[config.mk]
export PLATFORM = sky130hd
export DESIGN_NAME = fifo_free_list_id_allocator
export DESIGN_NICKNAME = d
export VERILOG_FILES = /design/src/rtl/ffa_pkg.sv /design/src/rtl/ffa_handle_store.sv /design/src/rtl/fifo_free_list_id_allocator.sv
export SDC_FILE = /design/constraint.sdc
export NUM_CORES = 1
export LEC_CHECK = 0
export ABC_CLOCK_PERIOD_IN_PS = 6200
export BUFFER_PORTS_ARGS = -buffer_cell sky130_fd_sc_hd__buf_4
export CORE_MARGIN = 3
export CORE_UTILIZATION = 30
export DETAILED_ROUTE_END_ITERATION = 10
export GPL_TIMING_DRIVEN = 0
export SYNTH_ARGS = -nofsm -noshare
export SYNTH_HDL_FRONTEND = slang
export SYNTH_SLANG_ARGS = --single-unit
[constraint.sdc]
create_clock -name clk -period 6.2 [get_ports clk]
set_clock_uncertainty 0.2 [all_clocks]
set_input_delay 1.24 -clock clk [delete_from_list [all_inputs] [get_ports clk]]
set_output_delay 1.24 -clock clk [all_outputs]
set_load 0.1 [all_outputs]
[src/rtl/ffa_pkg.sv]
// shared constants, types and codes of the slot allocator
package ffa_pkg;

    localparam int SLOTS       = 8;
    localparam int HANDLE_BITS = 32;
    localparam int SLOT_BITS   = $clog2(SLOTS);
    localparam int COUNT_BITS  = $clog2(SLOTS + 1);

    typedef logic [SLOT_BITS-1:0]   slot_t;
    typedef logic [COUNT_BITS-1:0]  count_t;
    typedef logic [HANDLE_BITS-1:0] handle_t;

    typedef enum logic [1:0] {
        ACT_REINIT     = 2'd0,
        ACT_REGISTER   = 2'd1,
        ACT_UNREGISTER = 2'd2,
        ACT_LOOKUP     = 2'd3
    } action_t;

    typedef enum logic [2:0] {
        ST_OK        = 3'd0,
        ST_NULL_DESC = 3'd1,
        ST_FULL      = 3'd2,
        ST_INIT_FAIL = 3'd3,
        ST_BAD_SLOT  = 3'd4
    } status_t;

    // write side of the handle store
    typedef struct packed {
        logic    en;
        slot_t   addr;
        handle_t desc;
        handle_t obj;
    } store_wr_t;

endpackage

[src/rtl/ffa_handle_store.sv]
// descriptor and object handle memories, one write port and one registered read port
module ffa_handle_store (
    input  logic                      clk,
    input  ffa_pkg::store_wr_t        wr,
    input  logic                      rd_en,
    input  ffa_pkg::slot_t            rd_addr,
    output ffa_pkg::handle_t          rd_desc,
    output ffa_pkg::handle_t          rd_obj
);

    ffa_pkg::handle_t desc_mem [ffa_pkg::SLOTS];
    ffa_pkg::handle_t obj_mem  [ffa_pkg::SLOTS];
    ffa_pkg::handle_t rd_desc_reg;
    ffa_pkg::handle_t rd_obj_reg;

    // write port
    always_ff @(posedge clk)
    begin
        if (wr.en)
        begin
            desc_mem[wr.addr] <= wr.desc;
            obj_mem[wr.addr]  <= wr.obj;
        end
    end

    // registered read port
    always_ff @(posedge clk)
    begin
        if (rd_en)
        begin
            rd_desc_reg <= desc_mem[rd_addr];
            rd_obj_reg  <= obj_mem[rd_addr];
        end
    end

    assign rd_desc = rd_desc_reg;
    assign rd_obj  = rd_obj_reg;

endmodule

[src/rtl/fifo_free_list_id_allocator.sv]
// top level of the slot allocator with a first-in first-out free list
// a request and its memory reads are registered at accept; S_EXEC then loads the result and done
// no new request is taken during S_EXEC, set by the read then write-back of the memories
// busy is high for the one cycle between the memory read and the write-back
// reset: all slots free in order 0 upward, no slot in use, no result pending
// results are shown for one cycle under done and cannot be held off by the receiver
module fifo_free_list_id_allocator (
    input  logic        clk,
    input  logic        rst_n,
    input  logic        start,
    output logic        busy,
    input  logic [1:0]  action,
    input  logic [3:0]  entry_id,
    input  logic [31:0] desc_handle,
    input  logic [31:0] obj_handle,
    input  logic        init_ok,
    output logic        done,
    output logic [2:0]  status,
    output logic [2:0]  slot_out,
    output logic [31:0] desc_out,
    output logic [31:0] obj_out
);

    typedef enum logic [1:0] {
        S_IDLE = 2'b01,
        S_EXEC = 2'b10
    } fsm_t;

    fsm_t                 state_reg, state_next;
    logic                 accept;

    // request held for the execute cycle
    ffa_pkg::action_t     act_reg;
    logic [3:0]           id_reg;
    ffa_pkg::handle_t     desc_in_reg;
    ffa_pkg::handle_t     obj_in_reg;
    logic                 init_ok_reg;

    // free list control
    ffa_pkg::slot_t       head_reg, head_next;
    ffa_pkg::count_t      count_reg, count_next;
    logic [ffa_pkg::SLOTS-1:0] used_reg, used_next;
    logic [ffa_pkg::SLOTS-1:0] qvalid_reg, qvalid_next;

    // free queue memory
    ffa_pkg::slot_t       queue_mem [ffa_pkg::SLOTS];
    ffa_pkg::slot_t       queue_rd_reg;
    logic                 queue_we;
    ffa_pkg::slot_t       queue_waddr;
    ffa_pkg::slot_t       queue_wdata;

    // handle store
    ffa_pkg::store_wr_t   store_wr;
    ffa_pkg::handle_t     store_desc;
    ffa_pkg::handle_t     store_obj;

    // result
    logic                 done_reg;
    ffa_pkg::status_t     status_reg, status_next;
    logic [2:0]           slot_reg, slot_next;
    logic [31:0]          desc_out_reg, desc_out_next;
    logic [31:0]          obj_out_reg, obj_out_next;

    // execute-cycle helpers
    ffa_pkg::slot_t       id_slot;
    logic                 id_bad;
    ffa_pkg::slot_t       head_slot;

    assign busy   = (state_reg == S_EXEC);
    assign accept = start && !busy;

    // sequencer
    always_comb
    begin
        case (state_reg)
            S_IDLE:  state_next = accept ? S_EXEC : S_IDLE;
            S_EXEC:  state_next = S_IDLE;
            default: state_next = S_IDLE;
        endcase
    end

    always_ff @(posedge clk or negedge rst_n)
    begin
        if (!rst_n)
        begin
            state_reg  <= S_IDLE;
            head_reg   <= '0;
            count_reg  <= ffa_pkg::COUNT_BITS'(ffa_pkg::SLOTS);
            used_reg   <= '0;
            qvalid_reg <= '0;
            done_reg   <= 1'b0;
        end
        else
        begin
            state_reg  <= state_next;
            head_reg   <= head_next;
            count_reg  <= count_next;
            used_reg   <= used_next;
            qvalid_reg <= qvalid_next;
            done_reg   <= busy;
        end
    end

    // capture the request
    always_ff @(posedge clk)
    begin
        if (accept)
        begin
            act_reg     <= ffa_pkg::action_t'(action);
            id_reg      <= entry_id;
            desc_in_reg <= ffa_pkg::handle_t'(desc_handle);
            obj_in_reg  <= ffa_pkg::handle_t'(obj_handle);
            init_ok_reg <= init_ok;
        end
    end

    // free queue: head read at accept, tail write at the end of execute;
    // the write lands before the next request can be taken
    always_ff @(posedge clk)
    begin
        if (accept)
        begin
            queue_rd_reg <= queue_mem[head_reg];
        end
        if (queue_we)
        begin
            queue_mem[queue_waddr] <= queue_wdata;
        end
    end

    ffa_handle_store u_store (
        .clk     (clk),
        .wr      (store_wr),
        .rd_en   (accept),
        .rd_addr (ffa_pkg::slot_t'(entry_id)),
        .rd_desc (store_desc),
        .rd_obj  (store_obj)
    );

    // an entry never written since reinitialise holds its own slot number
    assign head_slot = qvalid_reg[head_reg] ? queue_rd_reg : head_reg;
    assign id_slot   = ffa_pkg::slot_t'(id_reg);
    assign id_bad    = (32'(id_reg) >= ffa_pkg::SLOTS) || !used_reg[id_slot];

    // execute: check, update the free list, write back or return the stored handles
    always_comb
    begin
        head_next     = head_reg;
        count_next    = count_reg;
        used_next     = used_reg;
        qvalid_next   = qvalid_reg;
        queue_we      = 1'b0;
        queue_waddr   = ffa_pkg::slot_t'(head_reg + ffa_pkg::slot_t'(count_reg));
        queue_wdata   = id_slot;
        store_wr.en   = 1'b0;
        store_wr.addr = head_slot;
        store_wr.desc = desc_in_reg;
        store_wr.obj  = obj_in_reg;
        status_next   = ffa_pkg::ST_OK;
        slot_next     = 3'(id_reg);
        desc_out_next = '0;
        obj_out_next  = '0;
        if (busy)
        begin
            case (act_reg)
                ffa_pkg::ACT_REINIT:
                begin
                    head_next   = '0;
                    count_next  = ffa_pkg::COUNT_BITS'(ffa_pkg::SLOTS);
                    used_next   = '0;
                    qvalid_next = '0;
                    slot_next   = '0;
                end
                ffa_pkg::ACT_REGISTER:
                begin
                    if (desc_in_reg == '0)
                    begin
                        status_next = ffa_pkg::ST_NULL_DESC;
                        slot_next   = '0;
                    end
                    else if (count_reg == '0)
                    begin
                        status_next = ffa_pkg::ST_FULL;
                        slot_next   = '0;
                    end
                    else if (!init_ok_reg)
                    begin
                        status_next = ffa_pkg::ST_INIT_FAIL;
                        slot_next   = 3'(head_slot);
                    end
                    else
                    begin
                        head_next            = head_reg + 1'b1;
                        count_next           = count_reg - 1'b1;
                        used_next[head_slot] = 1'b1;
                        store_wr.en          = 1'b1;
                        slot_next            = 3'(head_slot);
                    end
                end
                ffa_pkg::ACT_UNREGISTER:
                begin
                    if (id_bad || (32'(count_reg) >= ffa_pkg::SLOTS))
                    begin
                        status_next = ffa_pkg::ST_BAD_SLOT;
                    end
                    else
                    begin
                        queue_we                 = 1'b1;
                        qvalid_next[queue_waddr] = 1'b1;
                        count_next               = count_reg + 1'b1;
                        used_next[id_slot]       = 1'b0;
                    end
                end
                default:
                begin
                    if (id_bad)
                    begin
                        status_next = ffa_pkg::ST_BAD_SLOT;
                    end
                    else
                    begin
                        desc_out_next = 32'(store_desc);
                        obj_out_next  = 32'(store_obj);
                    end
                end
            endcase
        end
    end

    // result register
    always_ff @(posedge clk)
    begin
        if (busy)
        begin
            status_reg   <= status_next;
            slot_reg     <= slot_next;
            desc_out_reg <= desc_out_next;
            obj_out_reg  <= obj_out_next;
        end
    end

    assign done     = done_reg;
    assign status   = status_reg;
    assign slot_out = slot_reg;
    assign desc_out = desc_out_reg;
    assign obj_out  = obj_out_reg;

    // every result follows an execute cycle
    a_done_after_exec: assert property (@(posedge clk) disable iff (!rst_n)
        done |-> $past(state_reg == S_EXEC))
        else $error("done without an execute cycle");

    // free count never exceeds the table
    a_count_range: assert property (@(posedge clk) disable iff (!rst_n)
        32'(count_reg) <= ffa_pkg::SLOTS)
        else $error("free count beyond slot count");

    // the used slots and the free count always add up to the slot count
    a_slot_balance: assert property (@(posedge clk) disable iff (!rst_n)
        (32'($countones(used_reg)) + 32'(count_reg)) == ffa_pkg::SLOTS)
        else $error("free count and used slots disagree");

    // no new request while one is executing
    a_no_overlap: assert property (@(posedge clk) disable iff (!rst_n)
        accept |=> (state_reg == S_EXEC) && !accept)
        else $error("request overlapped execute");

endmodule
Yosys cells after proc, flatten, opt, wreduce, memory -nomap -nowiden
Memories as Yosys holds them, arrays and structs flattened. A register that Yosys moved wholly into a read port is not among the register bits. Cells that the tools add are included.

Bitwise gates (word level): 4. Add/sub/neg operators: 4. Equality and inequality tests: 8. Reductions and logical operators: 18. Multiplexer cells: 50. Order comparisons: 9.

Operator list (number): 2-to-1 mux 8 bit (5); zero test 32 bit (1); 2-to-1 mux 3 bit (8); one-hot mux 8 bit (3 select lines) (1); 2-to-1 mux 1 bit (17); < comparator 3 x 4 -> 1 bit (second input constant) (4); 2-to-1 mux 4 bit (4); OR 8 bit (2); one-hot mux 8 bit (2 select lines) (1); one-hot mux 3 bit (2 select lines) (2); one-hot mux 4 bit (3 select lines) (1); 2-to-1 mux 2 bit (5); demux 1 bit (select 3 bit) (3); >= comparator 3 x 1 -> 1 bit (second input constant) (3); one-hot mux 3 bit (3 select lines) (1); bitwise AND 8 bit (1); >= comparator 4 bit (second input constant) (2); != test 2 bit (second input constant) (4); NOT 8 bit (1); binary-select mux 1 bit (select 3 bit) (2); AND reduction 6 bit (1); AND reduction 5 bit (1); adder 4 x 1 -> 4 bit (second input constant) (1); == test 2 x 1 -> 1 bit (second input constant) (2); 13 further kinds (20).

Input port bits: 74. Memories kept: 3. Flip-flop bits (word level): 167. Output and inout bits: 72. Logic and storage cells: 111. RAM bits: 536.

Memories: u_store.desc_mem (depth 8, bits a word 32, rd ports 1, clocked after Yosys merged registers in 1, write ports 1, RTL line ffa_handle_store.sv:11) `ffa_pkg::handle_t desc_mem [ffa_pkg::SLOTS];`; u_store.obj_mem (depth 8, bits a word 32, rd ports 1, clocked after Yosys merged registers in 1, write ports 1, RTL line ffa_handle_store.sv:12) `ffa_pkg::handle_t obj_mem [ffa_pkg::SLOTS];`; queue_mem (depth 8, bits a word 3, rd ports 1, clocked after Yosys merged registers in 1, write ports 1, RTL line fifo_free_list_id_allocator.sv:46) `ffa_pkg::slot_t queue_mem [ffa_pkg::SLOTS];`.

Logic depth before layout (Yosys ltp)
Gate-level depths: netlist of the first run.

Word-level depth: 12. Depth in mapped cells: 10. Depth with buffers taken out: 9.

By module
A second synthesis of the first run with hierarchy kept.

Cells, all modules: 1296. Area, all modules: 28835.2 µm².

By module, submodules not included: ffa_handle_store (instances 1, cells each 816, sequential area each 17296.6 µm², area an instance 21187.8 µm²); fifo_free_list_id_allocator (instances 1, cells each 480, sequential area each 5698.0 µm², area an instance 7647.3 µm²).

Worst setup path before layout of the first run
OpenSTA, ideal clock, no wires.

Path kind: flip-flop to flip-flop. From: register state_reg[0]. To: memory u_store.desc_mem[2][0] in the netlist's numbering, enable pin. Arrival time: 5.825 ns. Setup slack: -0.311 ns. Required time: 5.513 ns. Stages on the path, launching flop included: 6. Period minus slack after synthesis: 6.511 ns. Setup time: 0.487 ns. Buffers on the path: 0. Cell sequence: dfstp_2 nand2b_1 inv_1 o2111a_1 nand2_1 nor2_1.

Cells in the longest elaborated chain, start to end: 4.

Ends and longest elaborated chain: start: declaration (RTL line fifo_free_list_id_allocator.sv:29) `fsm_t state_reg, state_next;`; start signal: assignment (RTL line fifo_free_list_id_allocator.sv:95) `state_reg <= state_next;`; == test 2 bit (RTL line fifo_free_list_id_allocator.sv:69) `assign busy = (state_reg == S_EXEC);`; named net busy (RTL line fifo_free_list_id_allocator.sv:11) `output logic busy,`; 2-to-1 mux 1 bit (RTL line fifo_free_list_id_allocator.sv:163) `if (busy)`; 2-to-1 mux 1 bit (RTL line ffa_handle_store.sv:19) `if (wr.en)`; 2-to-1 mux 1 bit (not written as such) (RTL line ffa_handle_store.sv:21) `desc_mem[wr.addr] <= wr.desc;`; end: declaration (RTL line ffa_handle_store.sv:11).

The timed path passes the listed nets, and every way through them passes these cells.

Worst setup path in the final report of the first run
From: register state_reg[0]. To: output busy.

Cells in the longest elaborated chain, start to end: 1.

Ends and longest elaborated chain (RTL line): == test 2 bit (fifo_free_list_id_allocator.sv:69); end: declaration (fifo_free_list_id_allocator.sv:11).

Every way passes these cells.

==> metrics.md, run 1 <==
| Metric | Value |
|---|---|
| Status | `completed` |
| H-tree depth | `3` |
| Fin. max-slew vios | `0` |
| Hold Path End | `qvalid_reg[0]` |
| CP bufs+invs | `3` |
| Yosys synthesis warning count | `0` |
| Clock Sinks | `770` |
| Commonest cells in the synthesized netlist | `edfxtp_1 (744), mux4_2 (138), mux2_2 (70)` |
| Final GP Congestion | `0.772` |
| CORE AREA | `95200 sq um` |
| Final Cycle Share | `61.1%` |
| First-pass GRT wire length | `93400 um` |
| Slew HR | `26.0%` |
| Prevailing post-synth register cell | `edfxtp_1` |
| Top-count cell post-synth | `edfxtp_1` |
| Total power | `11100 uW` |
| Clk slew on worst S/H paths | `0.06 ns` |
| Row count | `113` |
| Hold Path Class | `reg -> reg` |
| Buffers on Ports | `145` |
| CTS-repair resized insts | `0` |
| Fin util | `36.3%` |
| Sequential fraction of the synthesis area | `79.7%` |
| Worst skew pair latency | `0.61 ns` |
| DRT Pass-1 Iters | `5` |
| GRT overflow | `0` |
| Post-Route WL | `62800 um` |
| CP max FO | `40` |
| Post-Place Setup Slack | `2.25 ns` |
| Top cells by area, synth | `edfxtp_1 (77%), mux4_2 (11%), mux2_2 (2.7%)` |
| Largest regs | `u_store.desc_mem x256, u_store.obj_mem x256` |
| Cts hold-fix bufs | `0` |
| CP max stage delay | `0.49 ns` |
| Final setup vio count | `0` |
| Post-synthesis cell type count | `54` |
| R2R setup slack | `2.60 ns` |
| Initial DRC Count | `981` |
| CTS tree | `done` |
| Reg2Reg Depth | `7` |
| Worst slew pin tran | `1.11 ns` |
| Initial core utilization | `30.3%` |
| Min-Delay Startpoint | `qvalid_reg[0]` |
| P_leak | `0.0113 uW` |
| Postcts setup bufs | `0` |
| Reg2reg start | `desc_in_reg[26]` |
| Synthesized area | `28800 sq um` |
| Clk buf depth | `3` |
| Syn nets | `1374` |
| Hpwl dp | `39700 um` |
| Num CTS Buffers | `78` |
| Family with the most delay on the worst path | `buffers and inverters` |
| Filler cells | `8669` |
| Worst setup SP type | `register` |
| Die width | `316 um` |
| Slowest stage cell, crit path | `inv_4` |
| TNS Setup | `0 ns` |
| WP data arrival | `2.35 ns` |
| Fin crit period | `3.79 ns` |
| Vias in the first global route | `14200` |
| CP Cell Sequence | `nand2b_1 -> inv_4 -> buf_16 -> buf_4` |
| Fmax | `0.264 GHz` |
| Worst-case hold slack | `0.308 ns` |
| Total GRT Usage | `12.7%` |
| Post-DRT Antenna Nets | `0` |
| Total of max-cap violations | `0` |
| Pin count of the biggest net entering global routing | `59` |
| Root Driver | `clkbuf_16` |
| Number of synthesized flops with an enable pin | `744` |
| Final net count | `1625` |
| Die area | `99900 sq um` |
| Critical Path RT | `4.76 ns` |
| Hold Crit Depth | `1` |
| Synth area leader | `edfxtp_1` |
| Hold Fails Final Rpt | `0` |
| Initial antenna violation count | `1` |
| RSZ-0062 raised after global routing | `false` |
| Layout cells sized above 1 | `32.9%` |
| Peak supply drop | `198 uV` |
| Wirelength per Cell | `21.9 um` |
| Synth Area per Inst | `22.4 sq um` |
| Number of vias per cell | `4.57` |
| Final WS setup | `2.41 ns` |
| Boundary Pins | `146` |
| Post-synth top area share | `77.5%` |
| Crit end category | `output port` |
| Die Y | `316 um` |
| Drc violations | `0` |
| Register bit total from synthesis | `770` |
| Power Density | `322 nW/um^2` |
| Area Overhead vs Synth | `19.9%` |
| Mapped Cells | `1290` |
| Via count | `13100` |
| Crit Path Class | `reg -> out` |
| R2R Path End | `u_store.obj_mem[2][10]` |
| Async SR Flop Fraction | `3.38%` |
## metal layers
layer,global-route usage [%],vias up,share of wire [%]
met5,0,-,0
met4,3.30,0,1.7
met3,2.15,92,4.5
li1,-,5827,-
met1,17.1,6894,44
met2,21.3,321,50
## report_power, final
group / switching, uW / internal (uW) / total, uW
Clock: 1930 / 2530 / 4460
Sequential: 111 / 5850 / 5960
Combinational: 421 / 288 / 710
## cells in the final DEF (no fill, tap or decap), types with 14 or more instances in the layout
master,synthesis,layout
mux2_2,70,70
edfxtp_1,744,744
clkbuf_16,0,79
nor2_1,30,22
and2_1,67,66
inv_1,21,20
buf_2,18,18
clkinv_1,0,19
buf_12,0,17
clkinv_2,0,14
buf_4,0,145
dfrtp_1,24,24
clkbuf_1,23,39
mux4_2,138,138
## how the worst max path moves through the flow
stage                                   to    startpoint  cells past startpoint  slack (ns)
floorplan           u_store.desc_mem[2][0]  state_reg[0]                      5       -0.31
global placement     u_store.obj_mem[2][7]  state_reg[0]                      5       -4.62
detailed placement      u_store.rd_obj[23]   entry_id[1]                      5        2.25
CTS                                   busy  state_reg[0]                      4        2.28
global route                          busy  state_reg[0]                      4        2.20
finish                                busy  state_reg[0]                      4        2.41
## metrics by stage
step | instances | area (sq um)
6_report | 2871 | 34600
5_1_grt | 2870 | 34600
3_3_place_gp | 2700 | 31500
3_5_place_dp | 2726 | 32200
4_1_cts | 2870 | 34600
2_1_floorplan | 1290 | 28800
## logic make-up (layout without fill, tap and decap cells)
family	Yosys count	after routing	share of synthesized area, %
and+or+nand+nor	147	147	2.90
other	0	1	0
DFF	770	770	79.7
xor gates and xnor gates	5	5	0.152
muxes	217	217	13.9
buffers and inverters	74	389	1.11
AOI/OAI and AO/OA	67	67	1.74
adders and majority gates	10	10	0.486
## cell type report
type                       instances  area [sq um]  area share [%]
multi-input combinational        446          5580            16.1
inverter                          21          81.3           0.235
antenna                            1          2.50         0.00724
clock buffer                      96          2050            5.93
buffer                            53           241           0.698
timing repair buffer             171          1680            4.85
tap                             1265          1580            4.58
sequential                       770         23000            66.5
clock inverter                    48           364            1.05
(Power assumes the default switching activity.)
==> inputs of run 2 (changes only) <==
ABC_AREA = 1   (was not set)
ABC_CLOCK_PERIOD_IN_PS = 3900   (was 6200)
clock period = 3.9 ns   (was 6.2 ns; I/O delays follow)
==> run 2 against run 1 <==
Combinational power increased by 150%. Hold slack got worse by 0.19 ns. Non-clock buffer count increased by 63. Setup slack got worse by 2.0 ns. Final cell count increased by 31%. Count of clock-buffer cells in the layout increased by 1.
==> metrics.md, run 2 <==
| Metric | Value |
|---|---|
| Status | `completed` |
| Hold Fails Final Rpt | `0` |
| Pin count of the biggest net entering global routing | `36` |
| CP max stage delay | `0.62 ns` |
| Sequential fraction of the synthesis area | `77.7%` |
| Non-Filler Instances | `3773` |
| Flop pwr share | `50.4%` |
| Area Overhead vs Synth | `20.2%` |
| CTS tree | `done` |
| Worst setup SP type | `register` |
| Total of max-cap violations | `0` |
| Final net count | `2521` |
| WP data arrival | `3.62 ns` |
| R2R Path End | `u_store.obj_mem[5][20]` |
| Hpwl dp | `47300 um` |
| Slowest stage cell, crit path | `edfxtp_1` |
| GRT overflow | `0` |
| Mapped Cells | `2181` |
| Fin crit period | `3.49 ns` |
| Yosys synthesis warning count | `0` |
| Clk slew on worst S/H paths | `0.06 ns` |
| Crit end category | `register` |
| Die area | `102000 sq um` |
| Cells after DPL | `3628` |
| Crit path capture | `u_store.obj_mem[5][20]` |
| Total internal power | `14400 uW` |
| Async SR Flop Fraction | `3.38%` |
| Sw Ratio | `24.3%` |
| Peak supply drop | `314 uV` |
| Top cells by area, synth | `edfxtp_1 (75%), nor2_1 (6.7%), o21ai_0 (4.6%)` |
| Final Cycle Share | `89.6%` |
| Clk buf depth | `3` |
| Reg2reg start | `desc_in_reg[31]` |
| Post-synthesis cell type count | `35` |
| Combinational share of power | `9.2%` |
| Wirelength per Cell | `19.2 um` |
| Most frequent cells in the layout | `edfxtp_1 (744), nor2_1 (516), o21ai_0 (275)` |
| Post-synth top area share | `75.5%` |
| Power Density | `533 nW/um^2` |
| Reg2Reg Depth | `13` |
| Final setup vio count | `0` |
| R2R setup slack | `0.41 ns` |
| Post-Route WL | `72600 um` |
| Post-DRT Antenna Nets | `0` |
| Number of synthesized flops with an enable pin | `744` |
| Initial DRC Count | `1510` |
| Layout cells sized above 1 | `17.1%` |
| Final GP Congestion | `0.784` |
| H-tree depth | `3` |
| Buffers on Ports | `145` |
| Synth area leader | `edfxtp_1` |
| DRT Pass-1 Iters | `5` |
| Num CTS Buffers | `79` |
| Boundary Pins | `146` |
| P_leak | `0.0122 uW` |
| Drc violations | `0` |
| Via count | `17600` |
| CP max FO | `20` |
| Crit Path Class | `reg -> reg` |
| Slew HR | `33.0%` |
| Critical Path RT | `4.03 ns` |
| Prevailing post-synth register cell | `edfxtp_1` |
| Crit. Startpoint | `desc_in_reg[31]` |
| Psw | `4610 uW` |
| Register bit total from synthesis | `770` |
| Filler cells | `9284` |
| Row count | `114` |
| CP Cell Sequence | `nor2_1 -> nand2_1 -> nor2_1 -> nand2_1 -> nor2_1 -> a21oi_2 -> inv_2 -> nor2_4 -> inv_6 -> nor2_4 -> buf_16 -> buf_16 -> buf_12` |
| Most common cell after layout, fill and taps aside | `edfxtp_1` |
| Largest regs | `u_store.desc_mem x256, u_store.obj_mem x256` |
| Number of vias per cell | `4.66` |
| Syn nets | `2265` |
| Synthesized area | `29600 sq um` |
| Clock network power share | `40.4%` |
| CTS-repair resized insts | `0` |
| Hold Path Class | `in -> reg` |
| Clock Sinks | `770` |
| Top-count cell post-synth | `edfxtp_1` |
| Ant. Diodes | `0` |
| TNS Setup | `0 ns` |
| Worst skew pair latency | `0.64 ns` |
| Die width | `320 um` |
| Commonest cells in the synthesized netlist | `edfxtp_1 (744), nor2_1 (527), o21ai_0 (275)` |
| Root Driver | `clkbuf_16` |
| Fmax | `0.286 GHz` |
| Initial core utilization | `30.4%` |
| Crit path top cell by count | `nor2_1` |
| Worst slew pin tran | `1.00 ns` |
| Initial antenna violation count | `1` |
| RSZ-0062 raised after global routing | `false` |
| Fin. max-slew vios | `0` |
| Vias in the first global route | `17500` |
| First-pass GRT wire length | `109000 um` |
| Total GRT Usage | `14.0%` |
| Die Y | `320 um` |
| CORE AREA | `97300 sq um` |
| Synth Area per Inst | `13.6 sq um` |
## run 2: cell count changes in the layout (fill, tap and decap cells not counted), moves of 76 or more
cell     before  now
inv_1        20   96
o21ai_0      13  275
nand2_1      12  115
mux4_2      138    0
nor2_1       22  516
## run 2: how the worst min path moves through the flow
stage                     slack (ns)           start        endpoint  cells past startpoint
after floorplan                 0.26   qvalid_reg[0]   qvalid_reg[0]                      1
after global placement          0.28   qvalid_reg[4]   qvalid_reg[4]                      1
after detailed placement        0.29     used_reg[0]     used_reg[0]                      2
after CTS                       0.08  obj_handle[22]  obj_in_reg[22]                      1
after global routing            0.09   obj_handle[0]   obj_in_reg[0]                      1
final                           0.12   obj_handle[0]   obj_in_reg[0]                      1
## run 2: layout make-up
type	instances	area [sq um]	area share, %
Buffer	113	561	1.57
Clock buffer	97	2070	5.83
Clock inverter	44	539	1.52
Inverter	104	400	1.12
Multi-Input combinational cell	1195	5740	16.1
Sequential cell	770	23000	64.6
Tap cell	1276	1600	4.49
Timing Repair Buffer	174	1690	4.74
## run 2: worst max-delay path: cells and delay by family, from the launching register on
kind / cells / cell delay (ns)
simple gates: 7 / 1.24
flops: 1 / 0.62
compound gates: 1 / 0.27
buf+inv: 5 / 0.80
## run 2: cell families after synthesis
logic type / count (synthesis) / synth area share [%]
DFF: 770 / 77.7
and+or+nand+nor: 744 / 10.3
AOI/OAI and AO/OA: 436 / 8.15
buffers and inverters: 217 / 3.23
adders and majority gates: 10 / 0.473
xor gates and xnor gates: 4 / 0.118
## run 2: per-layer routing
metal	global-route usage (%)	vias to the layer above	routed length (um)
met1	18.6	8643	31400
met3	2.15	110	4130
li1	-	8326	-
met2	23.4	522	35100
met5	0	-	0
met4	4.66	0	1960
## run 2: timing repair
action,CTS,global route
setup endpoints to repair,0,67
endpoints found under the hold margin,24,0
buffers inserted,0,2
hold buffers,1,0
## run 2: through the flow
stage	hold slack, ns	utilization [%]	power (uW)	area, sq um	setup WS, ns
floorplan	0.264	-	10900	29700	-3.69
global placement	0.285	33.3	11500	32400	-7.65
detailed placement	0.290	33.9	11500	32900	0.102
CTS	0.0829	36.6	19100	35600	0.0768
global route	0.0948	36.6	19700	35600	0.291
finish	0.115	36.6	19000	35600	0.406
## run 2: power by group through the flow
stage | Sequential [uW] | Combinational (uW) | Clock, uW
floorplan | 9860 | 1030 | 0
global placement | 9780 | 1700 | 0
detailed placement | 9740 | 1750 | 0
CTS | 9570 | 1760 | 7810
global route | 9600 | 1950 | 8150
finish | 9570 | 1750 | 7660
==> inputs of run 3 (changes only) <==
CORE_MARGIN = 2   (was 3)
==> run 3 against run 2 <==
Count of clock-buffer cells in the layout is 8 lower. Largest cell class unchanged. Design area stayed put. First-iteration DRC count is 3.6% lower. Routed wire length is 0.51% lower. Clock power hardly changed. Final cell count is 0.27% higher. Combinational power hardly changed. Sequential power hardly changed. Sequential share of layout area stayed put. Via count is 0.24% higher. Maximum frequency is 2.0% higher.
==> metrics.md, run 3 (synthesized netlist as in run 2, its figures left out) <==
| Metric | Value |
|---|---|
| Die width | `318 um` |
| Layout cells sized above 1 | `17.0%` |
| Final Cycle Share | `87.8%` |
| Number of vias per cell | `4.66` |
| Ant. Diodes | `0` |
| H-tree depth | `3` |
| Row count | `115` |
| Cells after DPL | `3638` |
| Initial antenna violation count | `0` |
| Most common cell after layout, fill and taps aside | `edfxtp_1` |
| CTS-repair resized insts | `0` |
| RSZ-0062 raised after global routing | `false` |
| Wirelength per Cell | `19.1 um` |
| Hold Path Class | `in -> reg` |
| Crit end category | `register` |
| Non-Filler Instances | `3783` |
| CORE AREA | `98100 sq um` |
| Peak supply drop | `268 uV` |
| Drc violations | `0` |
| Boundary Pins | `146` |
| Hold Crit Depth | `1` |
| First-pass GRT wire length | `107000 um` |
| CTS tree | `done` |
| Hpwl dp | `47100 um` |
| Fmax | `0.292 GHz` |
| Via count | `17600` |
| Critical Path RT | `4.03 ns` |
| Fin. max-slew vios | `0` |
| WP data arrival | `3.56 ns` |
| CP Cell Sequence | `nor2_1 -> nand2_1 -> nor2_1 -> nand2_1 -> nor2_1 -> a21oi_2 -> inv_2 -> nor2_4 -> inv_6 -> nor2_4 -> buf_16 -> buf_16 -> buf_12` |
| Reg2reg start | `desc_in_reg[31]` |
| Final GP Congestion | `0.795` |
| Total GRT Usage | `14.0%` |
| Fin crit period | `3.43 ns` |
| Hold Fails Final Rpt | `0` |
| Clk slew on worst S/H paths | `0.06 ns` |
| Die area | `101000 sq um` |
| GRT overflow | `0` |
| CP max FO | `20` |
| Num CTS Buffers | `78` |
| Clock Sinks | `770` |
| DRT Pass-1 Iters | `5` |
| Reg2Reg Depth | `13` |
| Slowest stage cell, crit path | `nor2_4` |
| Largest regs | `u_store.desc_mem x256, u_store.obj_mem x256` |
| Worst setup SP type | `register` |
| Clk buf depth | `3` |
| Post-DRT Antenna Nets | `0` |
| Initial DRC Count | `1455` |
| Vias in the first global route | `17200` |
| Pin count of the biggest net entering global routing | `33` |
| Final net count | `2521` |
| Post-Place Setup Slack | `0.00428 ns` |
| Root Driver | `clkbuf_16` |
| Buffers on Ports | `145` |
| Crit Path Class | `reg -> reg` |
| Final WS setup | `0.475 ns` |
| Die Y | `318 um` |
| Area Overhead vs Synth | `20.2%` |
| Crit path top cell by count | `nor2_1` |
| R2R Path End | `u_store.obj_mem[6][18]` |
| Fin util | `36.3%` |
| Slew HR | `32.7%` |
| Hold Path End | `obj_in_reg[23]` |
| Total power | `18900 uW` |
| Status | `completed` |
| Initial core utilization | `30.2%` |
| Most frequent cells in the layout | `edfxtp_1 (744), nor2_1 (516), o21ai_0 (275)` |
| Power Density | `532 nW/um^2` |
| Min-Delay Startpoint | `obj_handle[23]` |
| P_leak | `0.0122 uW` |
| Post-Route WL | `72200 um` |
| Worst skew pair latency | `0.65 ns` |
| Final setup vio count | `0` |
| TNS Setup | `0 ns` |
| R2R setup slack | `0.47 ns` |
| Worst slew pin tran | `1.01 ns` |
| CP max stage delay | `0.56 ns` |
| Total of max-cap violations | `0` |
==> run 3: changes by cell type in the layout (fill, tap and decap cells not counted), sizes merged <==
cell	before	now
bufinv	10	11
clkbuf	161	153
clkinv	28	33
clkinvlp	2	4
inv	108	106
nor2	589	590
==> run 3: worst max-delay path: cells and delay by family, from the launching register on <==
kind	cells	cell delay, ns
and+or+nand+nor	7	1.25
DFF	1	0.55
AOI/OAI and AO/OA	1	0.26
buffers and inverters	5	0.79
==> run 3: worst max path at each step <==
| stage | from | endpoint | slack, ns | cells past startpoint |
|---|---|---|---|---|
| 6_report | desc_in_reg[31] | u_store.obj_mem[6][18] | 0.47 | 13 |
| 5_1_grt | desc_in_reg[29] | u_store.obj_mem[6][27] | 0.31 | 13 |
| 4_1_cts | state_reg[0] | u_store.obj_mem[7][27] | 0.006 | 10 |
| 3_5_place_dp | state_reg[1] | u_store.obj_mem[7][20] | 0.004 | 11 |
| 3_3_place_gp | state_reg[0] | obj_in_reg[18] | -7.68 | 2 |
| 2_1_floorplan | state_reg[0] | act_reg[0] | -3.69 | 2 |
==> run 3: per-layer routing <==
layer / wire [um] / vias to the layer above / track usage, %
met1: 31300 / 8706 / 18.5
met3: 3880 / 100 / 2.05
met2: 35500 / 507 / 23.5
met4: 1550 / 0 / 4.56
met5: 0 / - / 0
li1: - / 8330 / -
==> run 3: area by class of cell <==
class                           count  area [sq um]
Clock buffer                       89          2040
Timing Repair Buffer              174          1670
Inverter                          104           400
Tap cell                         1287          1610
Multi-Input combinational cell   1196          5740
Sequential cell                   770         23000
Buffer                            113           561
Fill cell                        9374         62500
Clock inverter                     50           578
==> run 3: metrics by stage <==
stage | area, sq um | hold WS, ns
after floorplan | 29700 | 0.264
after global placement | 32400 | 0.278
after detailed placement | 32900 | 0.280
after CTS | 35600 | 0.0656
after global routing | 35600 | 0.0932
final | 35600 | 0.109
==> run 3: report_power, final <==
| group | total, uW | internal (uW) | switching (uW) | leakage, uW |
|---|---|---|---|---|
| sequential | 9560 | 9370 | 195 | 0.00715 |
| combinational | 1750 | 524 | 1220 | 0.00381 |
| clock | 7630 | 4490 | 3140 | 0.00126 |
| total | 18900 | 14400 | 4560 | 0.0122 |
==> run 3: what timing repair did <==
action                                  4_1_cts  5_1_grt
pin swaps                                     1        2
hold buffers                                  1        0
setup buffers                                 0        3
endpoints found under the hold margin        24        0
cloned                                        0        2
endpoints found under the setup margin       12       77
